==> config.mk <==
export PLATFORM = sky130hd
export DESIGN_NAME = ordered_list_append_delete_top
export DESIGN_NICKNAME = d
export VERILOG_FILES = /design/src/rtl/olad_pkg.sv /design/src/rtl/olad_mem.sv /design/src/rtl/olad_ctrl.sv /design/src/rtl/ordered_list_append_delete_top.sv
export VERILOG_INCLUDE_DIRS = /design/src /design/src/rtl
export SDC_FILE = /design/constraint.sdc
export NUM_CORES = 1
export LEC_CHECK = 0
export BUFFER_PORTS_ARGS = -buffer_cell sky130_fd_sc_hd__buf_4
export CAP_MARGIN = 30
export CORE_MARGIN = 1
export CORE_UTILIZATION = 60
export DETAILED_ROUTE_END_ITERATION = 10
export GPL_ROUTABILITY_DRIVEN = 0
export GPL_TIMING_DRIVEN = 0
export PLACE_DENSITY = 0.74
export SYNTH_ARGS = -nofsm -noshare
export SYNTH_HDL_FRONTEND = slang
export SYNTH_SLANG_ARGS = --single-unit
==> constraint.sdc <==
create_clock -name i_clk -period 5.6 [get_ports i_clk]
set_input_delay 0.84 -clock i_clk [delete_from_list [all_inputs] [get_ports i_clk]]
set_output_delay 0.84 -clock i_clk [all_outputs]
set_load 0.02 [all_outputs]
==> src/rtl/ordered_list_append_delete_top_assert.svh <==
// ----------------------------------------------------------------------------
// Ordered list assertion macros
// Concurrent assertion shorthands used by the ordered list top level.
// ----------------------------------------------------------------------------
`ifndef ORDERED_LIST_APPEND_DELETE_TOP_ASSERT_SVH
`define ORDERED_LIST_APPEND_DELETE_TOP_ASSERT_SVH
`ifndef SYNTHESIS
`define OLAD_ASSERT_IMP(label, clk, rst_n, ante, cons) \
    label: assert property (@(posedge clk) disable iff (!rst_n) (ante) |-> (cons)) \
        else $error("ordered list assertion failed");
`define OLAD_ASSERT_NXT(label, clk, rst_n, ante, cons) \
    label: assert property (@(posedge clk) disable iff (!rst_n) (ante) |=> (cons)) \
        else $error("ordered list assertion failed");
`else
`define OLAD_ASSERT_IMP(label, clk, rst_n, ante, cons)
`define OLAD_ASSERT_NXT(label, clk, rst_n, ante, cons)
`endif
`endif

==> src/rtl/olad_pkg.sv <==
// ----------------------------------------------------------------------------
// Ordered list package
// Request and status codes, the default capacity and the result type.
// ----------------------------------------------------------------------------
package olad_pkg;

    localparam int OLAD_CAPACITY = 16;
    localparam int DATA_W        = 32;

    localparam logic [1:0] REQ_APPEND = 2'd0;
    localparam logic [1:0] REQ_DELETE = 2'd1;
    localparam logic [1:0] REQ_DUMP   = 2'd2;

    localparam logic [2:0] ST_OK            = 3'd0;
    localparam logic [2:0] ST_EMPTY         = 3'd1;
    localparam logic [2:0] ST_NOT_FOUND     = 3'd2;
    localparam logic [2:0] ST_FIRST_REFUSED = 3'd3;
    localparam logic [2:0] ST_LAST_REFUSED  = 3'd4;
    localparam logic [2:0] ST_FULL          = 3'd5;

    typedef struct packed {
        logic signed [DATA_W-1:0] item_value;
        logic [2:0]               status;
        logic                     last;
    } t_result;

endpackage

==> src/rtl/olad_mem.sv <==
// ----------------------------------------------------------------------------
// Ordered list entry memory
// Single write port, single read port, registered read data.
// ----------------------------------------------------------------------------
module olad_mem
    import olad_pkg::*;
#(
    parameter int DEPTH = OLAD_CAPACITY
) (
    input  logic                     i_clk,
    input  logic                     i_we,
    input  logic [$clog2(DEPTH)-1:0] i_waddr,
    input  logic [DATA_W-1:0]        i_wdata,
    input  logic                     i_re,
    input  logic [$clog2(DEPTH)-1:0] i_raddr,
    output logic [DATA_W-1:0]        o_rdata
);

    logic [DATA_W-1:0] r_mem [DEPTH];
    logic [DATA_W-1:0] r_rdata;

    always_ff @(posedge i_clk) begin
        if (i_we) begin
            r_mem[i_waddr] <= i_wdata;
        end
    end

    always_ff @(posedge i_clk) begin
        if (i_re) begin
            r_rdata <= r_mem[i_raddr];
        end
    end

    assign o_rdata = r_rdata;

endmodule

==> src/rtl/olad_ctrl.sv <==
// ----------------------------------------------------------------------------
// Ordered list sequencer
// Runs append, search, gap closing and dump over the entry memory.
// ----------------------------------------------------------------------------
module olad_ctrl
    import olad_pkg::*;
#(
    parameter int CAPACITY = OLAD_CAPACITY
) (
    input  logic                          i_clk,
    input  logic                          i_rst_n,
    input  logic                          i_valid,
    input  logic [1:0]                    i_req_type,
    input  logic signed [DATA_W-1:0]      i_value,
    output logic                          o_busy,
    input  logic                          i_out_free,
    output logic                          o_emit,
    output t_result                       o_res,
    output logic [$clog2(CAPACITY+1)-1:0] o_fill_count,
    output logic                          o_we,
    output logic [$clog2(CAPACITY)-1:0]   o_waddr,
    output logic [DATA_W-1:0]             o_wdata,
    output logic                          o_re,
    output logic [$clog2(CAPACITY)-1:0]   o_raddr,
    input  logic [DATA_W-1:0]             i_rdata
);

    localparam int AW = $clog2(CAPACITY);
    localparam int CW = $clog2(CAPACITY+1);

    localparam logic [2:0] S_IDLE   = 3'd0;
    localparam logic [2:0] S_EMIT   = 3'd1;
    localparam logic [2:0] S_SR_RD  = 3'd2;
    localparam logic [2:0] S_SR_CMP = 3'd3;
    localparam logic [2:0] S_SH_RD  = 3'd4;
    localparam logic [2:0] S_SH_WR  = 3'd5;
    localparam logic [2:0] S_DP_RD  = 3'd6;
    localparam logic [2:0] S_DP_OUT = 3'd7;

    logic [2:0]               r_state, n_state;
    logic [AW-1:0]            r_idx, n_idx;
    logic [CW-1:0]            r_count, n_count;
    logic signed [DATA_W-1:0] r_val, n_val;
    logic [2:0]               r_status, n_status;
    logic                     w_idx_last;

    assign w_idx_last = ((CW'(r_idx) + CW'(1)) == r_count);

    always_comb begin
        n_state  = r_state;
        n_idx    = r_idx;
        n_count  = r_count;
        n_val    = r_val;
        n_status = r_status;
        o_we     = 1'b0;
        o_waddr  = r_idx;
        o_wdata  = r_val;
        o_re     = 1'b0;
        o_raddr  = r_idx;
        o_emit   = 1'b0;
        o_res.item_value = r_val;
        o_res.status     = r_status;
        o_res.last       = 1'b1;
        unique case (r_state)
            S_IDLE: begin
                if (i_valid) begin
                    n_val = i_value;
                    n_idx = '0;
                    case (i_req_type)
                        REQ_APPEND: begin
                            n_state = S_EMIT;
                            if (r_count == CW'(CAPACITY)) begin
                                n_status = ST_FULL;
                            end else begin
                                o_we     = 1'b1;
                                o_waddr  = r_count[AW-1:0];
                                o_wdata  = i_value;
                                n_count  = r_count + CW'(1);
                                n_status = ST_OK;
                            end
                        end
                        REQ_DELETE: begin
                            if (r_count == '0) begin
                                n_status = ST_EMPTY;
                                n_state  = S_EMIT;
                            end else begin
                                n_state = S_SR_RD;
                            end
                        end
                        REQ_DUMP: begin
                            if (r_count == '0) begin
                                n_status = ST_EMPTY;
                                n_state  = S_EMIT;
                            end else begin
                                n_state = S_DP_RD;
                            end
                        end
                        default: begin
                            n_state = S_IDLE;
                        end
                    endcase
                end
            end
            S_EMIT: begin
                if (i_out_free) begin
                    o_emit  = 1'b1;
                    n_state = S_IDLE;
                end
            end
            S_SR_RD: begin
                o_re    = 1'b1;
                n_state = S_SR_CMP;
            end
            S_SR_CMP: begin
                if (i_rdata == r_val) begin
                    if (r_count == CW'(1)) begin
                        n_count  = '0;
                        n_status = ST_OK;
                        n_state  = S_EMIT;
                    end else if (r_idx == '0) begin
                        n_status = ST_FIRST_REFUSED;
                        n_state  = S_EMIT;
                    end else if (w_idx_last) begin
                        n_status = ST_LAST_REFUSED;
                        n_state  = S_EMIT;
                    end else begin
                        n_state = S_SH_RD;
                    end
                end else if (w_idx_last) begin
                    n_status = ST_NOT_FOUND;
                    n_state  = S_EMIT;
                end else begin
                    n_idx   = r_idx + AW'(1);
                    n_state = S_SR_RD;
                end
            end
            S_SH_RD: begin
                if (w_idx_last) begin
                    n_count  = r_count - CW'(1);
                    n_status = ST_OK;
                    n_state  = S_EMIT;
                end else begin
                    o_re    = 1'b1;
                    o_raddr = r_idx + AW'(1);
                    n_state = S_SH_WR;
                end
            end
            S_SH_WR: begin
                o_we    = 1'b1;
                o_waddr = r_idx;
                o_wdata = i_rdata;
                n_idx   = r_idx + AW'(1);
                n_state = S_SH_RD;
            end
            S_DP_RD: begin
                o_re    = 1'b1;
                n_state = S_DP_OUT;
            end
            S_DP_OUT: begin
                o_res.item_value = i_rdata;
                o_res.status     = ST_OK;
                o_res.last       = w_idx_last;
                if (i_out_free) begin
                    o_emit = 1'b1;
                    if (w_idx_last) begin
                        n_state = S_IDLE;
                    end else begin
                        n_idx   = r_idx + AW'(1);
                        n_state = S_DP_RD;
                    end
                end
            end
            default: begin
                n_state = S_IDLE;
            end
        endcase
    end

    always_ff @(posedge i_clk) begin
        if (!i_rst_n) begin
            r_state <= S_IDLE;
            r_count <= '0;
            r_idx   <= '0;
        end else begin
            r_state <= n_state;
            r_count <= n_count;
            r_idx   <= n_idx;
        end
    end

    always_ff @(posedge i_clk) begin
        r_val    <= n_val;
        r_status <= n_status;
    end

    assign o_busy       = (r_state != S_IDLE);
    assign o_fill_count = r_count;

endmodule

==> src/rtl/ordered_list_append_delete_top.sv <==
// ----------------------------------------------------------------------------
// Ordered list with append, delete and dump
// Insertion-ordered list of signed 32-bit values held in one memory.
// ----------------------------------------------------------------------------
// An append writes its value at the tail and then hands its item to the
// output register. A delete reads the list from the head one entry at a time
// until it finds the value, and a delete in the middle then moves every entry
// behind it up one place, each by a memory read and a write. A dump reads the
// entries from the head and emits them in order, CAPACITY items at most,
// waiting while the output is stalled. The entry memory registers its read
// data, which arrive in the cycle after the address. A new request is taken
// once the previous one has handed its last item to the output register.
`include "ordered_list_append_delete_top_assert.svh"

module ordered_list_append_delete_top
    import olad_pkg::*;
#(
    parameter int CAPACITY = OLAD_CAPACITY
) (
    input  logic                     i_clk,
    input  logic                     i_rst_n,
    input  logic                     i_valid,
    output logic                     o_stall,
    input  logic [1:0]               i_req_type,
    input  logic signed [DATA_W-1:0] i_value,
    output logic                     o_valid,
    input  logic                     i_stall,
    output logic signed [DATA_W-1:0] o_item_value,
    output logic [2:0]               o_status,
    output logic                     o_last
);

    localparam int AW = $clog2(CAPACITY);
    localparam int CW = $clog2(CAPACITY+1);

    logic              w_busy;
    logic              w_accept;
    logic              w_full_append;
    logic              w_out_free;
    logic              w_emit;
    t_result           w_res;
    logic [CW-1:0]     w_fill_count;
    logic              w_we;
    logic [AW-1:0]     w_waddr;
    logic [DATA_W-1:0] w_wdata;
    logic              w_re;
    logic [AW-1:0]     w_raddr;
    logic [DATA_W-1:0] w_rdata;
    logic              r_out_valid;
    t_result           r_out;

    assign w_accept      = i_valid && !w_busy;
    assign w_full_append = w_accept && (i_req_type == REQ_APPEND)
                           && (w_fill_count == CW'(CAPACITY));
    assign w_out_free    = !r_out_valid || !i_stall;

    olad_ctrl #(
        .CAPACITY (CAPACITY)
    ) u_ctrl (
        .i_clk        (i_clk),
        .i_rst_n      (i_rst_n),
        .i_valid      (i_valid),
        .i_req_type   (i_req_type),
        .i_value      (i_value),
        .o_busy       (w_busy),
        .i_out_free   (w_out_free),
        .o_emit       (w_emit),
        .o_res        (w_res),
        .o_fill_count (w_fill_count),
        .o_we         (w_we),
        .o_waddr      (w_waddr),
        .o_wdata      (w_wdata),
        .o_re         (w_re),
        .o_raddr      (w_raddr),
        .i_rdata      (w_rdata)
    );

    olad_mem #(
        .DEPTH (CAPACITY)
    ) u_mem (
        .i_clk   (i_clk),
        .i_we    (w_we),
        .i_waddr (w_waddr),
        .i_wdata (w_wdata),
        .i_re    (w_re),
        .i_raddr (w_raddr),
        .o_rdata (w_rdata)
    );

    always_ff @(posedge i_clk) begin
        if (!i_rst_n) begin
            r_out_valid <= 1'b0;
        end else if (w_out_free) begin
            r_out_valid <= w_emit;
        end
    end

    always_ff @(posedge i_clk) begin
        if (w_emit && w_out_free) begin
            r_out <= w_res;
        end
    end

    assign o_stall      = w_busy;
    assign o_valid      = r_out_valid;
    assign o_item_value = r_out.item_value;
    assign o_status     = r_out.status;
    assign o_last       = r_out.last;

    `OLAD_ASSERT_IMP(a_emit_free, i_clk, i_rst_n, w_emit, w_out_free)
    `OLAD_ASSERT_IMP(a_count_range, i_clk, i_rst_n, 1'b1, w_fill_count <= CW'(CAPACITY))
    `OLAD_ASSERT_NXT(a_full_keeps, i_clk, i_rst_n, w_full_append, $stable(w_fill_count))
    `OLAD_ASSERT_NXT(a_out_drain, i_clk, i_rst_n, r_out_valid && !i_stall && !w_emit, !r_out_valid)

endmodule
==> implementation parameters <==
Parameter                              Value

Yosys
  Cell type with the highest aggregate area in the netlist ... sky130_fd_sc_hd__edfxtp_1
  Synthesized-area fraction occupied by ao, oa, aoi and oai cells ... 0.101
  Post-Syn Area ... 0.0243 mm^2
  Share of Yosys cell area claimed by the top area cell type ... 0.760
  Ranking of synthesized cells by area ... sky130_fd_sc_hd__edfxtp_1, sky130_fd_sc_hd__o22ai_1, sky130_fd_sc_hd__nor3_1, sky130_fd_sc_hd__mux2_2, sky130_fd_sc_hd__nand2_1
  Adder-cell area share of the yosys netlist ... 0.00515
  Synthesis Warnings ... 0
  Simple-gate portion of the synthesized area ... 0.0708
  Syn avg cell area ... 15.8 um^2
  Net Count, Synth ... 1584
  Async S/R FF share, synth ... 0
  Combinational family with the most area after synthesis ... compound AO/OA/AOI/OAI gates
  Yosys cell types ... 60
  Flops & latches, synth ... 628
  Mux cell area share after synthesis ... 0.0173
  Top flip-flop cell by instance count after synthesis ... sky130_fd_sc_hd__edfxtp_1
  Cell count after synthesis ... 1536
  Commonest cells in the synthesized netlist ... sky130_fd_sc_hd__edfxtp_1, sky130_fd_sc_hd__o22ai_1, sky130_fd_sc_hd__nor3_1
  Count of flip-flops with a built-in enable after synthesis ... 615
  Most frequent cell after synthesis ... sky130_fd_sc_hd__edfxtp_1
  Sequential cell area fraction in the yosys report ... 0.770
  Share of the synthesized netlist area taken by xor and xnor gates ... 0.0133

Power
  Power density relative to cell area ... 473 mW/mm^2
  Leakage power ... 9.03 nW
  Worst IR Drop VDD ... 0.303 mV
  Total power of the final layout ... 13.3 mW

Routing
  Detailed-route wire length per cell ... 30.7 um
  Number of design-rule violations left by the first detailed-router iteration ... 2412
  Detailed Routing Iterations Pass 1 ... 8
  Routed via count divided by cell count ... 6.97
  Vias ... 15800
  Number of antenna-violating nets in the routed design ... 0
  Count of unresolved DRC violations after routing ... 0
  Routed wire length ... 69.4 mm

Worst setup path
  Number of buffer and inverter stages on the critical path ... 3
  Startpoint-to-endpoint class of the critical path ... reg2reg
  CP Max Fanout ... 10
  Required arrival time at the worst endpoint ... 6090 ps
  Startpoint kind of the worst setup timing path ... flip-flop
  CP Capture Type ... flip-flop
  Crit path cell chain ... clkinv_1 > ha_1 > buf_1 > xnor2_1 > o2111a_2 > nor3_2 > a22oi_2 > clkbuf_1 > o22ai_1 > nor3_1 > or4_1
  Slowest stage cell on the critical path ... sky130_fd_sc_hd__clkbuf_1
  Stage delay of the slowest cell on the critical path ... 840 ps
  Top Family by Delay on Critical Path ... buffers and inverters
  Worst EP arrival ... 5170 ps

Final layout
  Final standard cell utilization of the core ... 0.707
  Area overhead of the layout relative to synthesis ... 15.8%
  Final #Nets ... 1739
  Share of layout cells above drive strength 1 ... 0.171
  Design area ... 0.0282 mm^2
  Antenna fix cells ... 0

STA
  Maximum clock rate ... 0.214 GHz
  Slew Limit Headroom ... 0.278
  Post-route fraction of the period consumed by the critical path ... 0.835
  Worst slack on hold paths ... 396 ps
  Setup-failing EPs final ... 0
  Number of endpoints with negative hold slack in the final report ... 0
  Measured slew at the worst slew-check pin ... 1080 ps
  Max-slew violations ... 0
  Post-layout minimum cycle time ... 4680 ps
  Worst setup skew after layout ... 18.8 ps
  Setup total negative slack ... 0 ps
  RSZ-0062 raised after global routing ... no

Outcome
  Result of the run ... finished clean

Global routing
  GRT Util Overall ... 0.337
  Global-route wire length before repair ... 99.3 mm
  Vias in the first global route ... 15300
  Overflow left after global routing ... 0
  Maximum number of pins on one net before global-route repair ... 22
  Initial antenna violation count ... 2

Clocking
  TritonCTS sink count ... 628
  CTS H-tree depth ... 2
  Clock tree root buffer cell ... sky130_fd_sc_hd__clkbuf_16
  Bufs on Longest Clock Path ... 3
  Resized Gates After CTS ... 0
  TritonCTS clock tree ... yes
  Register clock-pin slew on the reported worst setup and hold paths ... 60 ps
  Number of CTS-inserted buffers ... 59
  Setup bufs post-CTS ... 0
  Clock latency on the worst-skew pair ... 630 ps
  Total of hold buffers inserted after clock tree synthesis ... 0

Placed design
  Dpl hpwl ... 43.5 mm
  Placement Cell Area ... 0.0262 mm^2
  Port bufs ... 74

Die
  Floorplan row count ... 73
  Initial Util ... 0.610
  DIE WIDTH ... 203 um
  Boundary Pins ... 76
  Die area ... 0.0413 mm^2
  Area of the core region ... 0.0398 mm^2
  Y dimension of the die ... 203 um

Job
  Count of max-cap constraint violations ... 0

Worst hold path
  Classification of the worst-slack hold path ... in2reg
## routing by layer
| layer | wire, um | vias to the layer above | global-route usage | part of all wire |
|---|---|---|---|---|
| li1 | - | 6540 | - | - |
| met1 | 25400 | 7737 | 0.455 | 0.37 |
| met2 | 32000 | 1254 | 0.521 | 0.46 |
| met3 | 8440 | 237 | 0.0780 | 0.12 |
| met4 | 3470 | 4 | 0.162 | 0.050 |
| met5 | 27 | - | 0 | 0.00039 |
## cell usage in the layout, fill, tap and decap left out, types with 13 or more instances in the layout
cell type                   count
sky130_fd_sc_hd__o22ai_1      256
sky130_fd_sc_hd__a22oi_1       34
sky130_fd_sc_hd__xnor2_1       36
sky130_fd_sc_hd__or4_1         32
sky130_fd_sc_hd__clkbuf_16     60
sky130_fd_sc_hd__nor2_1        27
sky130_fd_sc_hd__buf_2         36
sky130_fd_sc_hd__nand2_1       91
sky130_fd_sc_hd__nor3_1       130
sky130_fd_sc_hd__edfxtp_1     615
sky130_fd_sc_hd__clkinv_1      13
sky130_fd_sc_hd__buf_16        14
sky130_fd_sc_hd__nand3_1       13
sky130_fd_sc_hd__nor2_4        18
sky130_fd_sc_hd__a21oi_1       18
sky130_fd_sc_hd__dfxtp_1       13
sky130_fd_sc_hd__mux2_2        33
sky130_fd_sc_hd__buf_4         79
sky130_fd_sc_hd__clkbuf_1      48
## per-stage QoR
step,std cells,setup slack [ps]
after global placement,2135,-3240
final,2262,922
after floorplan,1536,534
after global routing,2262,807
after CTS,2262,1070
after detailed placement,2155,972
## report_power, final
| group | switching (mW) | internal [mW] |
|---|---|---|
| clock | 1.73 | 2.37 |
| sequential | 0.190 | 6.04 |
| combinational | 2.13 | 0.857 |
## kinds of logic (layout without fill, tap and decap cells)
kind of cell | after synthesis | count (layout)
AOI/OAI and AO/OA | 369 | 369
xor gates and xnor gates | 37 | 37
adders and majority gates | 10 | 10
buffers and inverters | 106 | 307
DFF | 628 | 628
muxes | 38 | 38
and+or+nand+nor | 348 | 348
## state kept, by name, indices dropped and copies added, names as in the netlist
register             flops
o_item_value            32
o_last                   1
o_status                 3
o_valid                  1
u_ctrl.o_fill_count      5
u_ctrl.r_idx             4
u_ctrl.r_state           3
u_ctrl.r_status          3
u_ctrl.r_val            32
u_mem.o_rdata           32
u_mem.r_mem            512
## path summary, 6_finish.rpt
kind	startpoint	end	slack [ps]	cells past startpoint
max	u_ctrl.r_idx[0]$_SDFFE_PN0P_	u_mem.o_rdata[21]$_DFFE_PP_	920	11
min	i_value[29]	u_ctrl.r_val[29]$_DFFE_PP_	400	1
max reg2reg	u_ctrl.r_idx[0]$_SDFFE_PN0P_	u_mem.o_rdata[21]$_DFFE_PP_	920	11
min reg2reg	u_ctrl.r_status[1]$_DFFE_PP_	o_status[1]$_SDFFCE_PP0P_	520	1
## layout make-up
type	instances	area [um^2]
sequential	628	18700
clock inverter	36	434
timing repair buffer	94	1060
buffer	95	488
inverter	11	41.3
fill	2460	11700
multi-input combinational	802	5200
tap	525	657
clock buffer	71	1540
Power figures use the tool's default switching activity.
